<file path="config.mk">
export PLATFORM = sky130hd
export DESIGN_NAME = triangle_wave_channel
export DESIGN_NICKNAME = d
export VERILOG_FILES = /design/src/twc_pkg.sv /design/src/twc_core.sv /design/src/triangle_wave_channel.sv
export SDC_FILE = /design/constraint.sdc
export NUM_CORES = 1
export LEC_CHECK = 0
export BUFFER_PORTS_ARGS = -buffer_cell sky130_fd_sc_hd__buf_2
export CAP_MARGIN = 20
export CORE_ASPECT_RATIO = 1.1
export CORE_MARGIN = 2
export CORE_UTILIZATION = 55
export DETAILED_ROUTE_END_ITERATION = 10
export HOLD_SLACK_MARGIN = 0.05
export PLACE_DENSITY_LB_ADDON = 0.3
export SYNTH_ARGS = -nofsm -noshare
export SYNTH_HDL_FRONTEND = slang
export SYNTH_SLANG_ARGS = --single-unit
</file>
<file path="constraint.sdc">
create_clock -name i_clk -period 3.4 [get_ports i_clk]
set_input_delay 0.68 -clock i_clk [delete_from_list [all_inputs] [get_ports i_clk]]
set_output_delay 0.68 -clock i_clk [all_outputs]
set_load 0.1 [all_outputs]
</file>
<file path="src/twc_pkg.sv">
// twc_pkg: event codes, register numbers, result struct and lookup tables
// for the triangle wave channel; depends on nothing
package twc_pkg;

    localparam logic [2:0] FUNC_WRITE   = 3'd0;
    localparam logic [2:0] FUNC_TIMER   = 3'd1;
    localparam logic [2:0] FUNC_QUARTER = 3'd2;
    localparam logic [2:0] FUNC_HALF    = 3'd3;
    localparam logic [2:0] FUNC_SILENCE = 3'd4;

    localparam logic [1:0] REG_LINEAR   = 2'd0;
    localparam logic [1:0] REG_UNUSED   = 2'd1;
    localparam logic [1:0] REG_TIMER_LO = 2'd2;
    localparam logic [1:0] REG_TIMER_HI = 2'd3;

    typedef struct packed {
        logic [3:0] sample;
        logic       length_active;
    } t_result;

    // length counter load values
    function automatic logic [7:0] length_lookup(input logic [4:0] idx);
        logic [7:0] v;
        unique case (idx)
            5'd0:  v = 8'd10;   5'd1:  v = 8'd254; 5'd2:  v = 8'd20;  5'd3:  v = 8'd2;
            5'd4:  v = 8'd40;   5'd5:  v = 8'd4;   5'd6:  v = 8'd80;  5'd7:  v = 8'd6;
            5'd8:  v = 8'd160;  5'd9:  v = 8'd8;   5'd10: v = 8'd60;  5'd11: v = 8'd10;
            5'd12: v = 8'd14;   5'd13: v = 8'd12;  5'd14: v = 8'd26;  5'd15: v = 8'd14;
            5'd16: v = 8'd12;   5'd17: v = 8'd16;  5'd18: v = 8'd24;  5'd19: v = 8'd18;
            5'd20: v = 8'd48;   5'd21: v = 8'd20;  5'd22: v = 8'd96;  5'd23: v = 8'd22;
            5'd24: v = 8'd192;  5'd25: v = 8'd24;  5'd26: v = 8'd72;  5'd27: v = 8'd26;
            5'd28: v = 8'd16;   5'd29: v = 8'd28;  5'd30: v = 8'd32;  5'd31: v = 8'd30;
            default: v = 8'd0;
        endcase
        return v;
    endfunction

    // 15 down to 0, then 0 up to 15
    function automatic logic [3:0] wave_lookup(input logic [4:0] pos);
        return pos[4] ? pos[3:0] : ~pos[3:0];
    endfunction

endpackage

</file>
<file path="src/twc_core.sv">
// twc_core: channel state and the per-item event logic
// depends on twc_pkg
module twc_core (
    input  logic             i_clk,
    input  logic             i_rst_n,
    input  logic             i_en,
    input  logic [2:0]       i_func,
    input  logic [1:0]       i_reg_index,
    input  logic [7:0]       i_data_byte,
    output twc_pkg::t_result o_result
);
    import twc_pkg::*;

    logic [10:0] r_period_reload, n_period_reload;
    logic [10:0] r_period_count,  n_period_count;
    logic [4:0]  r_step_position, n_step_position;
    logic [7:0]  r_length_count,  n_length_count;
    logic        r_count_enable,  n_count_enable;
    logic [6:0]  r_linear_reload, n_linear_reload;
    logic [6:0]  r_linear_count,  n_linear_count;
    logic        r_reload_pending, n_reload_pending;
    logic        r_muted, n_muted;
    logic [10:0] w_new_reload;

    assign w_new_reload = {i_data_byte[2:0], r_period_reload[7:0]};

    always_comb begin
        n_period_reload  = r_period_reload;
        n_period_count   = r_period_count;
        n_step_position  = r_step_position;
        n_length_count   = r_length_count;
        n_count_enable   = r_count_enable;
        n_linear_reload  = r_linear_reload;
        n_linear_count   = r_linear_count;
        n_reload_pending = r_reload_pending;
        n_muted          = r_muted;
        unique case (i_func)
            FUNC_WRITE: begin
                unique case (i_reg_index)
                    REG_LINEAR: begin
                        n_count_enable  = ~i_data_byte[7];
                        n_linear_reload = i_data_byte[6:0];
                    end
                    REG_UNUSED: begin
                    end
                    REG_TIMER_LO: begin
                        n_period_reload = {r_period_reload[10:8], i_data_byte};
                    end
                    REG_TIMER_HI: begin
                        n_period_reload  = w_new_reload;
                        n_period_count   = w_new_reload;
                        n_length_count   = length_lookup(i_data_byte[7:3]);
                        n_reload_pending = 1'b1;
                    end
                    default: begin
                    end
                endcase
            end
            FUNC_TIMER: begin
                if (r_period_count != 11'd0) begin
                    n_period_count = r_period_count - 11'd1;
                end else begin
                    n_period_count  = r_period_reload;
                    n_step_position = r_step_position + 5'd1;
                end
            end
            FUNC_QUARTER: begin
                if (r_reload_pending) begin
                    n_linear_count = r_linear_reload;
                end else if (r_linear_count != 7'd0) begin
                    n_linear_count = r_linear_count - 7'd1;
                end
                if (r_count_enable) begin
                    n_reload_pending = 1'b0;
                end
            end
            FUNC_HALF: begin
                if (r_count_enable && r_length_count != 8'd0) begin
                    n_length_count = r_length_count - 8'd1;
                end
            end
            FUNC_SILENCE: begin
                n_length_count = 8'd0;
                n_muted        = 1'b1;
            end
            default: begin
            end
        endcase
    end

    // result reflects the state after this item
    always_comb begin
        o_result.length_active = (n_length_count != 8'd0);
        if (n_muted || n_length_count == 8'd0 || n_linear_count == 7'd0) begin
            o_result.sample = 4'd0;
        end else begin
            o_result.sample = wave_lookup(n_step_position);
        end
    end

    always_ff @(posedge i_clk) begin
        if (!i_rst_n) begin
            r_period_reload  <= '0;
            r_period_count   <= '0;
            r_step_position  <= '0;
            r_length_count   <= '0;
            r_count_enable   <= 1'b0;
            r_linear_reload  <= '0;
            r_linear_count   <= '0;
            r_reload_pending <= 1'b0;
            r_muted          <= 1'b0;
        end else if (i_en) begin
            r_period_reload  <= n_period_reload;
            r_period_count   <= n_period_count;
            r_step_position  <= n_step_position;
            r_length_count   <= n_length_count;
            r_count_enable   <= n_count_enable;
            r_linear_reload  <= n_linear_reload;
            r_linear_count   <= n_linear_count;
            r_reload_pending <= n_reload_pending;
            r_muted          <= n_muted;
        end
    end

endmodule

</file>
<file path="src/triangle_wave_channel.sv">
// triangle_wave_channel: top level with input handshake and result skid buffer
// depends on twc_pkg and twc_core
//
// Triangle wave sound channel. Each input item is one event: a register
// write, a timer clock, a quarter-frame clock, a half-frame clock or a
// silence command. Every item yields exactly one result item: the 4-bit
// sample and the length-active flag as they stand after that event. The
// state update and the result logic sit between the channel state
// registers and the result register, so one item can be taken every clock
// while the skid register is empty. The result path has an output register
// plus a one-entry skid register, so input is refused only while both hold
// results that the consumer has not taken. Only reset clears the silenced
// state.
module triangle_wave_channel (
    input  logic       i_clk,
    input  logic       i_rst_n,
    // input item channel
    input  logic       i_in_valid,
    output logic       o_in_ready,
    input  logic [2:0] i_func,
    input  logic [1:0] i_reg_index,
    input  logic [7:0] i_data_byte,
    // result item channel
    output logic       o_out_valid,
    input  logic       i_out_ready,
    output logic [3:0] o_sample,
    output logic       o_length_active
);
    import twc_pkg::*;

    logic    w_accept;
    logic    w_drain;
    t_result w_result;

    logic    r_out_valid;
    t_result r_out;
    logic    r_skid_valid;
    t_result r_skid;

    // a new item is refused only when the skid entry is occupied
    assign o_in_ready = ~r_skid_valid;
    assign w_accept   = i_in_valid & o_in_ready;
    assign w_drain    = r_out_valid & i_out_ready;

    twc_core u_core (
        .i_clk       (i_clk),
        .i_rst_n     (i_rst_n),
        .i_en        (w_accept),
        .i_func      (i_func),
        .i_reg_index (i_reg_index),
        .i_data_byte (i_data_byte),
        .o_result    (w_result)
    );

    // output register and skid entry; order of items is kept because the
    // skid only fills when the output register is full and stalled
    always_ff @(posedge i_clk) begin
        if (!i_rst_n) begin
            r_out_valid  <= 1'b0;
            r_skid_valid <= 1'b0;
        end else begin
            priority if (r_skid_valid && w_drain) begin
                // oldest waiting item moves up
                r_out_valid  <= 1'b1;
                r_skid_valid <= 1'b0;
            end else if (w_accept && r_out_valid && !i_out_ready) begin
                // output stalled: park the new item
                r_skid_valid <= 1'b1;
            end else if (w_accept) begin
                r_out_valid <= 1'b1;
            end else if (w_drain) begin
                r_out_valid <= 1'b0;
            end
        end
    end

    // payload, no reset needed
    always_ff @(posedge i_clk) begin
        if (r_skid_valid && w_drain) begin
            r_out <= r_skid;
        end else if (w_accept && !(r_out_valid && !i_out_ready)) begin
            r_out <= w_result;
        end
        if (w_accept && r_out_valid && !i_out_ready) begin
            r_skid <= w_result;
        end
    end

    assign o_out_valid     = r_out_valid;
    assign o_sample        = r_out.sample;
    assign o_length_active = r_out.length_active;

    // the skid entry is never used while the output register is empty
    a_skid_behind_out: assert property (@(posedge i_clk) disable iff (!i_rst_n)
        r_skid_valid |-> r_out_valid)
        else $error("skid entry holds an item with empty output register");

    // an item accepted against a stalled output lands in the skid entry
    a_stall_parks: assert property (@(posedge i_clk) disable iff (!i_rst_n)
        (w_accept && r_out_valid && !i_out_ready) |=> r_skid_valid)
        else $error("item accepted during stall was not parked");

    // draining with a parked item keeps a result on the output
    a_skid_moves_up: assert property (@(posedge i_clk) disable iff (!i_rst_n)
        (r_skid_valid && w_drain) |=> (r_out_valid && !r_skid_valid))
        else $error("parked item lost on drain");

    // a nonzero sample needs a running length counter
    a_sample_gated: assert property (@(posedge i_clk) disable iff (!i_rst_n)
        (r_out_valid && r_out.sample != 4'd0) |-> r_out.length_active)
        else $error("sample not gated by length counter");

endmodule

</file>
==> metrics.md <==
| Metric | Value |
|---|---|
| Status | `completed` |
| Core area | `0.00701 mm2` |
| Pleak | `1.69 nW` |
| Peak supply drop | `332 uV` |
| Synth Area in Compound Gates | `22.3%` |
| Share of layout cells above drive strength 1 | `12.2%` |
| Worst Skew | `0.00840 ns` |
| Hold Crit Start | `u_core.r_period_reload[9]` |
| Initial antenna violation count | `0` |
| Clk Latency, worst-skew pair | `0.35 ns` |
| Synthesized instance count | `503` |
| Synth warn | `0` |
| Main area contributors after synthesis | `dfxtp_1 27%, edfxtp_1 7.5%, nor2_1 6.8%` |
| DRT antenna net count | `0` |
| Ant. Diodes | `0` |
| Initial core utilization | `56.8%` |
| Commonest non-fill, non-tap cell in the layout | `nor2_1` |
| FF-to-FF Start | `u_core.r_length_count[0]` |
| Final period util | `89.8%` |
| Detailed placement HPWL | `6.98 mm` |
| CP max-delay cell | `nor3b_1` |
| Min-Delay Path Depth | `2` |
| Sequential fraction of the synthesis area | `34.7%` |
| Worst Hold End | `u_core.r_period_reload[9]` |
| DRT iter0 DRCs | `241` |
| Residual DRC | `0` |
| Number of global-route vias before repair | `3478` |
| Max-slew violations | `0` |
| Clk slew on worst S/H paths | `0.07 ns` |
| Worst-path maximum fanout | `10` |
| Xor and xnor area share after synthesis | `2.42%` |
| Post_cts resized | `0` |
| Final setup vio count | `0` |
| CP delay by family, top | `simple AND/OR/NAND/NOR gates` |
| Hold-fix buffers, CTS | `0` |
| MaxCap Viol Count | `0` |
| Async set-reset flop share out of synthesis | `0%` |
| CTS buffer count | `9` |
| Reg2Reg Capture Point | `o_sample[1]` |
| Mapped Area | `0.00398 mm2` |
| Maximum clock frequency | `0.328 GHz` |
| Placed cells | `586` |
| Slowest stage delay, CP | `0.51 ns` |
| Synth Area in Adders | `3.77%` |
| Max transition margin | `46.2%` |
| TNS Setup | `0 ns` |
| Pwr dens | `451 mW/mm2` |
| Synth area leader | `dfxtp_1` |
| Fill count | `612` |
| First-pass GRT wire length | `16.0 mm` |
| Final Non-Filler Cells | `602` |
| Drt pass-1 iters | `5` |
| Mux cell area share after synthesis | `4.27%` |
| Die footprint | `0.00794 mm2` |
| Flop2flop setup slack | `0.35 ns` |
| Setup crit start kind | `flop` |
| Library cells used by synthesis | `63` |
| Worst Path Arrival | `3.15 ns` |
| Worst-path cell chain | `inv_1 -> ha_1 -> nor3b_1 -> a211o_1 -> a21oi_1 -> a2111oi_0 -> nand4_1 -> nor4_4 -> buf_4 -> o41ai_1` |
| Largest net degree at the start of global routing | `30` |
| Root buffer cell | `clkbuf_8` |
| Worst Setup Path Type | `reg -> reg` |
| # rows | `32` |
| Main combinational cell family by area after synthesis | `simple AND/OR/NAND/NOR gates` |
| Final WL | `9.82 mm` |
| Critical Path Sink Type | `flop` |
| Clock buffer depth | `2` |
| Number of clock sinks | `64` |
| Drt wl/cell | `16.3 um` |
| Main synth FF type | `dfxtp_1` |
| Share of the synthesized area in the top cell type | `27.1%` |
| Simple-gate share of the synthesized area | `27.2%` |
| Mean Syn Cell Area | `7.92 um2` |
| Number of primary I/O pins | `24` |
| Syn_nets | `532` |
| Post-synth EDFFs | `10` |
| Syn-to-layout area delta | `9.55%` |
| Final net count | `541` |
| CTS H-tree depth | `3` |
| Worst Hold Class | `reg -> reg` |
| Post-CTS Setup Inserts | `0` |
| Unrepaired setup endpoints after global routing | `false` |
| Die W | `85.1 um` |
| R2R depth | `10` |
| CTS tree | `yes` |
| Total Routing Usage GR | `25.2%` |
| Synthesized flop and latch total | `64` |
| Actual slew at the worst max-slew pin | `0.802 ns` |
| Final Hold Fails | `0` |
| Grt total ovfl | `0` |
| Required time of the critical path | `3.50 ns` |
| Final Critical Period | `3.05 ns` |
| Bufs and invs on worst path | `2` |
| IO Port Bufs | `23` |
| Via count | `3804` |
| Gp weighted congestion | `0.933` |
| Most frequent cells in the layout | `72 x nor2_1, 54 x dfxtp_1, 40 x a21oi_1` |
| Drt via density | `6.32` |
| Chip height | `93.2 um` |
## how the worst max path moves through the flow
stage / startpoint / endpoint / slack (ns) / depth (start not counted)
global route: u_core.r_length_count[0] / o_sample[1] / 0.09 / 10
detailed placement: i_data_byte[3] / o_sample[1] / 0.16 / 10
global placement: i_data_byte[3] / o_sample[0] / 0.18 / 10
CTS: u_core.r_length_count[0] / o_sample[2] / 0.40 / 10
finish: u_core.r_length_count[0] / o_sample[1] / 0.35 / 10
floorplan: i_func[1] / o_sample[0] / 0.54 / 7
## tightest hold or removal path, cell delays in order, from the launching register on
cell and delay, ns:
dfxtp_1 0.31, o21ai_0 0.06, a21oi_1 0.06
## per-stage QoR
stage	power (mW)	instance area (um2)	setup WS [ns]	utilization, %	hold slack (ns)
final	1.97	4360	0.347	62.3	0.479
after global routing	2.06	4360	0.0854	62.3	0.496
after CTS	1.97	4360	0.400	62.3	0.479
after detailed placement	1.25	4140	0.160	59.1	0.470
after global placement	1.24	4140	0.184	59.1	0.451
after floorplan	1.16	3980	0.542	-	0.439
## synthesized netlist by cell type (6+ instances only)
cell,number
a31oi_1,7
nor3b_1,6
inv_1,19
mux2i_1,17
nand3_1,12
xnor2_1,7
nor2b_1,9
nand2_1,37
a211oi_1,19
o21ai_0,23
edfxtp_1,10
a21oi_1,40
dfxtp_1,54
nor3_1,26
nand2b_1,6
clkbuf_1,29
nor4_1,6
nor2_1,72
ha_1,12
## metal layers
metal / up-vias / track usage (%) / wire, um
met5: - / 0 / 0
met4: 0 / 9.79 / 214
met3: 25 / 5.38 / 649
met2: 157 / 42.4 / 4670
met1: 1778 / 31.6 / 4280
li1: 1844 / - / -
## kinds of logic after synthesis
family | Yosys count
and+or+nand+nor | 211
AOI/OAI and AO/OA | 134
DFF | 64
buffers and inverters | 54
muxes | 17
adders and majority gates | 12
xor gates and xnor gates | 11
## power breakdown
group | internal, mW | switching (mW) | leakage, nW
registers | 0.807 | 0.0270 | 0.533
logic | 0.133 | 0.270 | 1.04
clock network | 0.433 | 0.300 | 0.114
## state kept, by name (all words and copies together), names as in the netlist, 4 cells and up
| register | cells |
|---|---|
| u_core.r_linear_reload | 7 |
| o_sample | 4 |
| u_core.r_step_position | 5 |
| u_core.r_length_count | 8 |
| u_core.r_period_count | 11 |
| u_core.r_linear_count | 7 |
| u_core.r_period_reload | 11 |
| r_skid | 5 |
## layout make-up
class	instances	area, um2	area share, %
multi-input combinational	385	2400	54.9
sequential	64	1380	31.7
timing repair buffer	32	183	4.19
clock buffer	11	141	3.24
tap	85	106	2.44
clock inverter	5	78.8	1.81
inverter	20	75.1	1.72
No activity file was read; power rests on OpenSTA's default activity.
